[src/rtl/brne_pkg.sv]
package brne_pkg;

    localparam logic [11:0] MAX_VALUE = 12'd3999;
    localparam int unsigned NUM_DIGITS = 4;

    // ASCII codes of the Roman symbols.
    localparam logic [7:0] CHAR_M = 8'h4D;
    localparam logic [7:0] CHAR_D = 8'h44;
    localparam logic [7:0] CHAR_C = 8'h43;
    localparam logic [7:0] CHAR_L = 8'h4C;
    localparam logic [7:0] CHAR_X = 8'h58;
    localparam logic [7:0] CHAR_V = 8'h56;
    localparam logic [7:0] CHAR_I = 8'h49;
    localparam logic [7:0] CHAR_NONE = 8'h00;

    typedef logic [3:0] digit_t;
    typedef logic [1:0] digit_idx_t;
    typedef logic [1:0] sym_pos_t;
    typedef logic [2:0] sym_len_t;

    // Role of a symbol within one decimal place.
    typedef enum logic [1:0] {
        SYM_ONE  = 2'd0,
        SYM_FIVE = 2'd1,
        SYM_TEN  = 2'd2
    } sym_code_t;

    // Decimal digits of one number, index 0 holds the thousands.
    typedef struct packed {
        logic                          err;
        digit_t [NUM_DIGITS-1:0]       digits;
    } brne_digits_t;

    // Number of symbols that one decimal digit takes.
    function automatic sym_len_t roman_len(input digit_t d);
        sym_len_t len;
        case (d)
            4'd1, 4'd5:         len = 3'd1;
            4'd2, 4'd4, 4'd6,
            4'd9:               len = 3'd2;
            4'd3, 4'd7:         len = 3'd3;
            4'd8:               len = 3'd4;
            default:            len = 3'd0;
        endcase
        return len;
    endfunction

    // Which symbol of the place stands at a given position of the digit.
    function automatic sym_code_t roman_sym(input digit_t d, input sym_pos_t pos);
        sym_code_t code;
        code = SYM_ONE;
        case (d)
            4'd4:               code = (pos == 2'd0) ? SYM_ONE : SYM_FIVE;
            4'd5, 4'd6, 4'd7,
            4'd8:               code = (pos == 2'd0) ? SYM_FIVE : SYM_ONE;
            4'd9:               code = (pos == 2'd0) ? SYM_ONE : SYM_TEN;
            default:            code = SYM_ONE;
        endcase
        return code;
    endfunction

    // ASCII code for a symbol role at a decimal place (0 ones .. 3 thousands).
    function automatic logic [7:0] roman_char(input logic [1:0] place, input sym_code_t code);
        logic [7:0] ch;
        ch = CHAR_NONE;
        case (place)
            2'd0:
            begin
                case (code)
                    SYM_ONE:  ch = CHAR_I;
                    SYM_FIVE: ch = CHAR_V;
                    default:  ch = CHAR_X;
                endcase
            end
            2'd1:
            begin
                case (code)
                    SYM_ONE:  ch = CHAR_X;
                    SYM_FIVE: ch = CHAR_L;
                    default:  ch = CHAR_C;
                endcase
            end
            2'd2:
            begin
                case (code)
                    SYM_ONE:  ch = CHAR_C;
                    SYM_FIVE: ch = CHAR_D;
                    default:  ch = CHAR_M;
                endcase
            end
            default:
            begin
                ch = (code == SYM_ONE) ? CHAR_M : CHAR_NONE;
            end
        endcase
        return ch;
    endfunction

endpackage

[src/rtl/brne_in_if.sv]
interface brne_in_if;
    logic        valid;
    logic        ready;
    logic [11:0] value;

    modport source (output valid, output value, input ready);
    modport sink   (input valid, input value, output ready);
endinterface

[src/rtl/brne_out_if.sv]
interface brne_out_if;
    logic       valid;
    logic       ready;
    logic [7:0] symbol_char;
    logic       last;
    logic       error;

    modport source (output valid, output symbol_char, output last, output error, input ready);
    modport sink   (input valid, input symbol_char, input last, input error, output ready);
endinterface

[src/rtl/brne_digit_pipe.sv]
module brne_digit_pipe (
    input  logic                  clk,
    input  logic                  rst_n,
    input  logic                  in_valid,
    output logic                  in_ready,
    input  logic [11:0]           in_value,
    output logic                  out_valid,
    input  logic                  out_ready,
    output brne_pkg::brne_digits_t out_digits
);
    import brne_pkg::*;

    // Stage valid bits.
    logic v1_reg, v2_reg, v3_reg, v4_reg;
    logic adv1, adv2, adv3, adv4;

    // Stage payloads.
    logic [11:0]  value1_reg;
    logic         err1_reg, err2_reg, err3_reg;
    digit_t       thou2_reg, thou3_reg, hund3_reg;
    logic [9:0]   rem2_reg;
    logic [6:0]   rem3_reg;
    brne_digits_t dig4_reg;

    logic [9:0]   rem2_next;
    digit_t       thou2_next;
    digit_t       hund3_next;
    logic [6:0]   rem3_next;
    digit_t       tens4_next;
    digit_t       ones4_next;
    logic [11:0]  sub2;
    logic [9:0]   sub3;
    logic [6:0]   sub4;

    // A stage moves when it is empty or its successor moves.
    assign adv4     = !v4_reg || out_ready;
    assign adv3     = !v3_reg || adv4;
    assign adv2     = !v2_reg || adv3;
    assign adv1     = !v1_reg || adv2;
    assign in_ready = adv1;

    always_comb
    begin
        if (value1_reg >= 12'd3000)
        begin
            thou2_next = 4'd3;
        end
        else if (value1_reg >= 12'd2000)
        begin
            thou2_next = 4'd2;
        end
        else if (value1_reg >= 12'd1000)
        begin
            thou2_next = 4'd1;
        end
        else
        begin
            thou2_next = 4'd0;
        end
        sub2      = value1_reg - 12'(thou2_next * 12'd1000);
        rem2_next = sub2[9:0];
    end

    always_comb
    begin
        hund3_next = 4'd0;
        for (int k = 1; k <= 9; k++)
        begin
            if (rem2_reg >= 10'(k * 100))
            begin
                hund3_next = 4'(k);
            end
        end
        sub3      = rem2_reg - 10'(hund3_next * 10'd100);
        rem3_next = sub3[6:0];
    end

    always_comb
    begin
        tens4_next = 4'd0;
        for (int k = 1; k <= 9; k++)
        begin
            if (rem3_reg >= 7'(k * 10))
            begin
                tens4_next = 4'(k);
            end
        end
        sub4       = rem3_reg - 7'(tens4_next * 7'd10);
        ones4_next = sub4[3:0];
    end

    always_ff @(posedge clk or negedge rst_n)
    begin
        if (!rst_n)
        begin
            v1_reg <= 1'b0;
            v2_reg <= 1'b0;
            v3_reg <= 1'b0;
            v4_reg <= 1'b0;
        end
        else
        begin
            if (adv1)
            begin
                v1_reg <= in_valid;
            end
            if (adv2)
            begin
                v2_reg <= v1_reg;
            end
            if (adv3)
            begin
                v3_reg <= v2_reg;
            end
            if (adv4)
            begin
                v4_reg <= v3_reg;
            end
        end
    end

    always_ff @(posedge clk)
    begin
        if (adv1)
        begin
            value1_reg <= in_value;
            err1_reg   <= (in_value == 12'd0) || (in_value > MAX_VALUE);
        end
        if (adv2)
        begin
            thou2_reg <= thou2_next;
            rem2_reg  <= rem2_next;
            err2_reg  <= err1_reg;
        end
        if (adv3)
        begin
            thou3_reg <= thou2_reg;
            hund3_reg <= hund3_next;
            rem3_reg  <= rem3_next;
            err3_reg  <= err2_reg;
        end
        if (adv4)
        begin
            dig4_reg.err       <= err3_reg;
            dig4_reg.digits[0] <= thou3_reg;
            dig4_reg.digits[1] <= hund3_reg;
            dig4_reg.digits[2] <= tens4_next;
            dig4_reg.digits[3] <= ones4_next;
        end
    end

    assign out_valid  = v4_reg;
    assign out_digits = dig4_reg;

endmodule

[src/rtl/binary_to_roman_numeral_emitter.sv]
// Path: an accepted value passes through four digit-pipeline stages, the first loaded at
// the accepting edge, then through the output register, before its first character shows.
// Throughput: one character per cycle while the output is not stalled; a numeral has 1 to 15
// characters, and the single-character output register sends them out one at a time.
// Reset: rst_n is asynchronous and active low; it empties every stage and the output.
module binary_to_roman_numeral_emitter (
    input  logic       clk,
    input  logic       rst_n,
    brne_in_if.sink    in_ch,
    brne_out_if.source out_ch
);
    import brne_pkg::*;

    // The digit pipeline splits the number into thousands, hundreds, tens and ones, the
    // tens and ones together in its last stage, and flags values outside 1 to 3999.
    logic         dig_valid;
    logic         dig_pop;
    brne_digits_t dig;

    brne_digit_pipe u_digit_pipe (
        .clk        (clk),
        .rst_n      (rst_n),
        .in_valid   (in_ch.valid),
        .in_ready   (in_ch.ready),
        .in_value   (in_ch.value),
        .out_valid  (dig_valid),
        .out_ready  (dig_pop),
        .out_digits (dig)
    );

    // The emitter walks the digits of the number held at the pipeline end. idx_reg
    // points at the first place not yet finished and pos_reg at the symbol within
    // that place's digit. Places whose digit is zero are skipped combinationally.
    digit_idx_t idx_reg, idx_next;
    sym_pos_t   pos_reg, pos_next;

    logic       out_valid_reg, out_valid_next;
    logic [7:0] char_reg;
    logic       last_reg;
    logic       error_reg;

    digit_idx_t cur;
    digit_t     cur_digit;
    sym_len_t   cur_len;
    logic       later_nonzero;
    logic       end_of_digit;
    logic       last_char;
    logic       emit;
    logic [7:0] char_next;

    // Find the first nonzero digit at or after idx_reg, and whether any nonzero
    // digit remains after it.
    always_comb
    begin
        cur = 2'd3;
        for (int j = NUM_DIGITS - 1; j >= 0; j--)
        begin
            if ((2'(j) >= idx_reg) && (dig.digits[j] != 4'd0))
            begin
                cur = 2'(j);
            end
        end
        later_nonzero = 1'b0;
        for (int j = 0; j < NUM_DIGITS; j++)
        begin
            if ((2'(j) > cur) && (dig.digits[j] != 4'd0))
            begin
                later_nonzero = 1'b1;
            end
        end
    end

    assign cur_digit    = dig.digits[cur];
    assign cur_len      = roman_len(cur_digit);
    assign end_of_digit = ({1'b0, pos_reg} + 3'd1) >= cur_len;
    assign last_char    = dig.err || (end_of_digit && !later_nonzero);
    assign char_next    = dig.err ? CHAR_NONE :
                          roman_char(2'(3 - cur), roman_sym(cur_digit, pos_reg));

    // A character goes out when digits are waiting and the output is free or being drained.
    assign emit    = dig_valid && (!out_valid_reg || out_ch.ready);
    assign dig_pop = emit && last_char;

    always_comb
    begin
        idx_next = idx_reg;
        pos_next = pos_reg;
        if (emit)
        begin
            if (last_char)
            begin
                idx_next = 2'd0;
                pos_next = 2'd0;
            end
            else if (end_of_digit)
            begin
                idx_next = cur + 2'd1;
                pos_next = 2'd0;
            end
            else
            begin
                idx_next = cur;
                pos_next = pos_reg + 2'd1;
            end
        end
        out_valid_next = emit || (out_valid_reg && !out_ch.ready);
    end

    always_ff @(posedge clk or negedge rst_n)
    begin
        if (!rst_n)
        begin
            idx_reg       <= 2'd0;
            pos_reg       <= 2'd0;
            out_valid_reg <= 1'b0;
        end
        else
        begin
            idx_reg       <= idx_next;
            pos_reg       <= pos_next;
            out_valid_reg <= out_valid_next;
        end
    end

    always_ff @(posedge clk)
    begin
        if (emit)
        begin
            char_reg  <= char_next;
            last_reg  <= last_char;
            error_reg <= dig.err;
        end
    end

    assign out_ch.valid       = out_valid_reg;
    assign out_ch.symbol_char = char_reg;
    assign out_ch.last        = last_reg;
    assign out_ch.error       = error_reg;

`ifndef NO_ASSERTIONS
    // An error transaction is always a single, final, empty character.
    a_error_is_last: assert property (@(posedge clk) disable iff (!rst_n)
        out_ch.valid && out_ch.error |-> out_ch.last && (out_ch.symbol_char == CHAR_NONE))
        else $error("error result not a lone final null character");

    // A regular character is always a real symbol.
    a_char_nonzero: assert property (@(posedge clk) disable iff (!rst_n)
        out_ch.valid && !out_ch.error |-> (out_ch.symbol_char != CHAR_NONE))
        else $error("null character emitted without error");

    // The symbol position never runs past the end of the current digit.
    a_pos_in_digit: assert property (@(posedge clk) disable iff (!rst_n)
        dig_valid && !dig.err |-> ({1'b0, pos_reg} < cur_len))
        else $error("symbol position beyond digit length");

    // Finishing a number returns the walk to its start.
    a_walk_restart: assert property (@(posedge clk) disable iff (!rst_n)
        dig_pop |=> (idx_reg == 2'd0) && (pos_reg == 2'd0))
        else $error("emitter walk not restarted after a number");

    // A stalled output holds its character.
    a_hold_on_stall: assert property (@(posedge clk) disable iff (!rst_n)
        out_ch.valid && !out_ch.ready |=> out_ch.valid && $stable(char_reg))
        else $error("output changed while stalled");
`endif

endmodule
[src/flat_wrapper.sv]
// flat-port wrapper written by rule: the top's interface ports become plain ports
module binary_to_roman_numeral_emitter_flat import brne_pkg::*;
  (clk, rst_n, in_ch_valid, in_ch_value, in_ch_ready, out_ch_valid, out_ch_symbol_char, out_ch_last, out_ch_error, out_ch_ready);
  brne_in_if in_ch_i ();
  brne_out_if out_ch_i ();
  input  logic clk;
  input  logic rst_n;
  input wire logic [$bits(in_ch_i.valid)-1:0] in_ch_valid;
  input wire logic [$bits(in_ch_i.value)-1:0] in_ch_value;
  output wire logic [$bits(in_ch_i.ready)-1:0] in_ch_ready;
  output wire logic [$bits(out_ch_i.valid)-1:0] out_ch_valid;
  output wire logic [$bits(out_ch_i.symbol_char)-1:0] out_ch_symbol_char;
  output wire logic [$bits(out_ch_i.last)-1:0] out_ch_last;
  output wire logic [$bits(out_ch_i.error)-1:0] out_ch_error;
  input wire logic [$bits(out_ch_i.ready)-1:0] out_ch_ready;
  assign in_ch_i.valid = in_ch_valid;
  assign in_ch_i.value = in_ch_value;
  assign in_ch_ready = in_ch_i.ready;
  assign out_ch_valid = out_ch_i.valid;
  assign out_ch_symbol_char = out_ch_i.symbol_char;
  assign out_ch_last = out_ch_i.last;
  assign out_ch_error = out_ch_i.error;
  assign out_ch_i.ready = out_ch_ready;
  binary_to_roman_numeral_emitter u_core (.clk(clk), .rst_n(rst_n), .in_ch(in_ch_i), .out_ch(out_ch_i));
endmodule
[config.mk]
export PLATFORM = sky130hd
export DESIGN_NAME = binary_to_roman_numeral_emitter_flat
export DESIGN_NICKNAME = d
export VERILOG_FILES = /design/src/rtl/brne_pkg.sv /design/src/rtl/brne_in_if.sv /design/src/rtl/brne_out_if.sv /design/src/rtl/brne_digit_pipe.sv /design/src/rtl/binary_to_roman_numeral_emitter.sv /design/src/flat_wrapper.sv
export SDC_FILE = /design/constraint.sdc
export NUM_CORES = 1
export LEC_CHECK = 0
export ABC_CLOCK_PERIOD_IN_PS = 6200
export BUFFER_PORTS_ARGS = -buffer_cell sky130_fd_sc_hd__buf_2
export CAP_MARGIN = 20
export CORE_AREA = 2 2 148 78
export DETAILED_ROUTE_END_ITERATION = 6
export DIE_AREA = 0 0 150 80
export PLACE_DENSITY_LB_ADDON = 0.2
export SLEW_MARGIN = 30
export SYNTH_ARGS = -nofsm -noshare
export SYNTH_HDL_FRONTEND = slang
export SYNTH_HIERARCHICAL = 1
export SYNTH_SLANG_ARGS = --single-unit
[constraint.sdc]
create_clock -name clk -period 6.2 [get_ports clk]
set_input_delay 0.62 -clock clk [delete_from_list [all_inputs] [get_ports clk]]
set_output_delay 0.62 -clock clk [all_outputs]
set_load 0.05 [all_outputs]
* After elaboration in Yosys (flattened, before gate mapping)
Memories as Yosys holds them, arrays and structs flattened. Index checks and enable logic that the tools add are counted.
Word-level totals: flip-flop bits (word level) 80, latch bits 0, memory bits (writable) 0, ROM bits 48, input bits 16, output and inout bits 12, word-level logic and storage cells 153, memories 1
Memories:
- (name not given) | depth 16, bits a word 3, read ports 1, clocked after memory_dff 0, wr ports 0, RTL line brne_pkg.sv:37 | case (d)
Operators by class: add/sub/neg operators 7, $mul 3, divide/modulo/power cells 0, $lt $le $gt $ge 31, equal/unequal tests 9, shift operators 0, muxes and demuxes 43, bitwise operators 0, reductions and logical operators 35
Operator list (number):
- $mux 4 | 18
- $ge 10x10->1 const B | 4
- $ge 10x9->1 const B | 3
- $pmux 8 s3 | 1
- $ge 7x6->1 const B | 3
- $ge 7x7->1 const B | 3
- $pmux 5 s2 | 2
- $eq 4x3->1 const B | 4
- $mux 2 | 8
- $reduce_bool 4->1 | 4
- $ge 7x5->1 const B | 2
- $ge 12x10->1 const B | 1
- $ge 12x11->1 const B | 1
- $ge 12x12->1 const B | 1
- $gt 12x12->1 const B | 1
- $logic_not 12->1 | 1
- $logic_and 1x1->1 | 11
- $ge 10x7->1 const B | 1
- $ge 10x8->1 const B | 1
- $mux 1 | 10
- $sub 10x10->10 | 1
- $bmux 4 s2 | 1
- $eq 4x4->1 const B | 2
- $logic_or 1x1->1 | 8
- 23 further kinds | 36

* Logic depth before layout (Yosys ltp)
depth in word-level cells 19, mapped depth 18, gate-level depth less buffers 15

* Modules after synthesis
Netlist, hierarchy kept.
Modules (own cells, without submodules):
- brne_digit_pipe | instances 1, cells an instance 219, area each 2866.5 um^2, seq. area each 1751.7 um^2
- binary_to_roman_numeral_emitter | instances 1, cells an instance 143, area each 1297.5 um^2, seq. area each 365.4 um^2

* Worst setup path after synthesis
Ideal clock, no wire load.
path type reg2out, from reg u_core.u_digit_pipe.dig4_reg (netlist bit u_core/u_digit_pipe/out_digits[8]), to out in_ch_ready, data arrival time 3.780 ns, required time 5.580 ns, setup slack 1.800 ns, stages on the path, launching flop included 16, path buffers 1, cell sequence edfxtp_1 nor4_2 o21ai_0 and3b_1 nor3_1 buf_2 nand2_1 nor3_1 a21oi_1 ha_1 a21o_1 a21o_1 a21oi_1 nor2_1 nor2b_1 nand4_1
Between the ends: longest elaborated chain between the ends 19, elaborated cells between the ends (all ways) 29, those cells by class order compare: 5; mux: 9; reduce/logical: 14; memory: 1
Ends and longest elaborated chain:
- start, declared | RTL line brne_digit_pipe.sv:23 | brne_digits_t dig4_reg;
- branches (longest 12 deep; another with $mem_v2 16x3)
- $logic_and 1x1->1 (*) | RTL line binary_to_roman_numeral_emitter.sv:76 | assign last_char = dig.err || (end_of_digit && !later_nonzero);
- $logic_or 1x1->1 (*) | RTL line binary_to_roman_numeral_emitter.sv:76
- $logic_and 1x1->1 (*) | RTL line binary_to_roman_numeral_emitter.sv:82 | assign dig_pop = emit && last_char;
- net u_core.dig_pop | RTL line binary_to_roman_numeral_emitter.sv:17 | logic dig_pop;
- $logic_or 1x1->1 (*) | RTL line brne_digit_pipe.sv:36 | assign adv4 = !v4_reg || out_ready;
- $logic_or 1x1->1 (*) | RTL line brne_digit_pipe.sv:37 | assign adv3 = !v3_reg || adv4;
- $logic_or 1x1->1 (*) | RTL line brne_digit_pipe.sv:38 | assign adv2 = !v2_reg || adv3;
- $logic_or 1x1->1 (*) | RTL line brne_digit_pipe.sv:39 | assign adv1 = !v1_reg || adv2;
- end, declared | RTL line flat_wrapper.sv:10 | output wire logic [$bits(in_ch_i.ready)-1:0] in_ch_ready;
Mark *: on every way through the listed nets, which the timed path passes. The select of a mux whose other input is x is not followed.

* Final worst setup path
Ends and elaborated chain as after synthesis.

==> flow_summary.yaml <==
floorplanning:
  dieArea_sq_um: 12000
  die_x_um: 150
  coreArea_sq_um: 10700
  die_h_um: 80
  num_io_pins: 28
  initial_core_util_pct: 39.0
  num_rows: 27
clock_network:
  postCtsHoldBufs: 0
  cts_root_buffer: "clkbuf_16"
  ctsResizeCount: 0
  max-clock-path-buffers: 2
  numCtsBuffers: 9
  cts_tree: "yes"
  cts_setup_buffers: 0
  clk_pin_slew_ps: 60
  worstSkewPairLatency_ps: 330
  numClockSinks: 72
  htree_levels: 3
timing:
  fin_tns_setup_ps: 0
  fin_crit_sh_pct: 76.4
  slew_headroom_pct: 48.5
  post-route-min-period_ps: 4740
  setup_ws_ps: 1460
  setup_viol: 0
  skew_ps: 7.99
  worst-slew-pin-transition_ps: 766
  timing.hold.ws_ps: 134
  rsz0062_at_grt: "no"
  maxSlewViolCount: 0
  max_freq_mhz: 211
  hold_viol: 0
power_and_ir_drop:
  p_leak_nw: 1.84
  power_density_nw_per_um2: 443
  power_w: 0.00206
  max-vdd-ir-drop_mv: 0.162
run_status:
  status: "completed"
detailed_routing:
  final_antenna_net_count: 0
  firstDrtPassIters: 4
  wirelength_mm: 8.24
  vias_per_cell: 5.25
  drtIter0Drc: 167
  num_vias: 2816
  wl_per_cell_um: 15.4
  drc: 0
yosys:
  ys_async_sr_fraction_pct: 12.5
  synth_cell_types: 73
  postSynthAreaPerCell_sq_um: 11.5
  syn_inst: 362
  netlist_area_sq_um: 4160
  synthFlopType: "edfxtp_1"
  ys_seq_area_share_pct: 50.8
  synth_warnings: 6
  synth_enable_flop_cells: 63
  ys_ff_latch: 72
final_layout:
  antenna_cells: 0
  fill_cells: 1012
  largest_reg_flops: 15
  final_nets: 429
  drive_above_1_share_pct: 17.4
  syn2layout_area_growth_pct: 11.8
  final_common_cell: "edfxtp_1"
  layout_common_cells: "63 x edfxtp_1, 40 x inv_1, 25 x buf_2"
placement:
  detailedPlace.worstSlack_ps: 1830
  io_buffers: 25
  gp_congestion: 0.959
  place_hpwl_mm: 6.26
critical_path:
  startpoint: "u_core/u_digit_pipe/out_digits[8]$_DFFE_PP_"
  crit_type: "flop to output pin"
  r2r-end: "u_core/u_digit_pipe/rem2_reg[7]$_DFFE_PP_"
  crit_path_end_kind: "output pin"
  start_kind: "flop"
  r2r-start: "u_core/u_digit_pipe/out_digits[8]$_DFFE_PP_"
  crit_fanout: 15
  crit_path_end: "in_ch_ready"
  worstPathArrival_ps: 4120
  cp.required_ps: 5580
  r2r_cells: 15
  reg2reg_slack_ps: 2050
grt:
  grt.overflow.total: 0
  grtUsageTotal_pct: 15.4
  antenna_found_initial: 0
  grt_max_degree: 18
  grt_pass1_wl_mm: 13.9
  grt_pass1_vias: 2610
flow_run:
  maxCapViolations: 0
min_path:
  min_path_type: "input port to async pin"
metal layers:
layer	wire, um	GRT usage [%]
met5	0	0
met4	59	3.77
met3	613	4.69
met2	2830	17.7
met1	4740	25.9
worst max-delay path: stages, from the launching register on:
cell	delay, ps
edfxtp_1	430
nor4_2	560
o21ai_0	160
and3b_1	190
nor3_1	180
buf_4	210
nand2_1	60
nor3_1	130
a21oi_1	70
ha_1	270
a21o_1	150
a21o_1	250
a21oi_1	210
nor2_1	70
nor2b_1	270
nand4_1	130
buf_4	210
buf_2	230
cells by family after synthesis:
logic type               after synthesis  synth area share (%)
other                                  2                 0.180
AND/OR/NAND/NOR                       87                  11.8
buffers and inverters                 57                  6.61
adder cells (fa/ha/maj)               28                  8.89
multiplexers                           1                 0.240
AO/OA/AOI/OAI                         99                  18.0
flip-flops                            72                  50.8
XOR/XNOR                              16                  3.37
cells in the mapped netlist, drive strengths merged (4+ instances only):
cell / n / area share, %
a211o: 4 / 0.90
a211oi: 10 / 2.4
a21boi: 4 / 0.72
a21o: 10 / 1.9
a21oi: 17 / 2.0
a31oi: 4 / 0.60
buf: 12 / 2.2
clkbuf: 4 / 0.60
dfrtp: 9 / 5.4
edfxtp: 63 / 45
ha: 24 / 7.2
inv: 40 / 3.6
nand2: 12 / 1.1
nand2b: 8 / 1.2
nand3: 7 / 0.96
nand4: 4 / 0.60
nor2: 15 / 1.4
nor3: 11 / 1.4
nor4: 9 / 1.5
o211ai: 4 / 0.72
o21ai: 13 / 1.6
o31ai: 5 / 0.90
xnor2: 12 / 2.5
xor2: 4 / 0.84
power breakdown:
group	internal [W]	leakage, nW	total [W]	switching [W]
registers	0.000681	0.705	0.000785	0.000103
clock network	0.000274	0.137	0.000474	0.000200
logic	0.000336	1.00	0.000803	0.000467
total	0.00129	1.84	0.00206	0.000770
through the flow:
step | utilization (%) | std cells | instance area (sq um)
4_1_cts | 43.6 | 536 | 4650
2_1_floorplan | - | 364 | 4170
3_3_place_gp | 41.0 | 520 | 4380
3_5_place_dp | 41.0 | 520 | 4380
6_report | 43.6 | 536 | 4650
5_1_grt | 43.6 | 536 | 4650
how the worst min path moves through the flow:
| stage | startpoint | endpoint | slack (ps) | cells past startpoint |
|---|---|---|---|---|
| global route | rst_n | u_core/out_ch.valid$_DFF_PN0_ | 130 | 1 |
| finish | rst_n | u_core/out_ch.valid$_DFF_PN0_ | 130 | 1 |
| floorplan | rst_n | u_core/idx_reg[0]$_DFFE_PN0P_ | 320 | 0 |
| CTS | rst_n | u_core/out_ch.valid$_DFF_PN0_ | 130 | 1 |
| detailed placement | u_core/u_digit_pipe/hund3_reg[3]$_DFFE_PP_ | u_core/u_digit_pipe/out_digits[7]$_DFFE_PP_ | 400 | 0 |
| global placement | u_core/u_digit_pipe/thou3_reg[0]$_DFFE_PP_ | u_core/u_digit_pipe/out_digits[0]$_DFFE_PP_ | 410 | 0 |
layout make-up:
| type | instances | area (sq um) | share of cell area (%) |
|---|---|---|---|
| clock inverters | 7 | 53.8 | 1.16 |
| repair buffers | 28 | 148 | 3.17 |
| inverters | 40 | 150 | 3.23 |
| clock buffers | 9 | 225 | 4.84 |
| multi-input cells | 235 | 1780 | 38.2 |
| flip-flops and latches | 72 | 2120 | 45.5 |
| well taps | 145 | 181 | 3.90 |
Power figures use the tool's default switching activity.
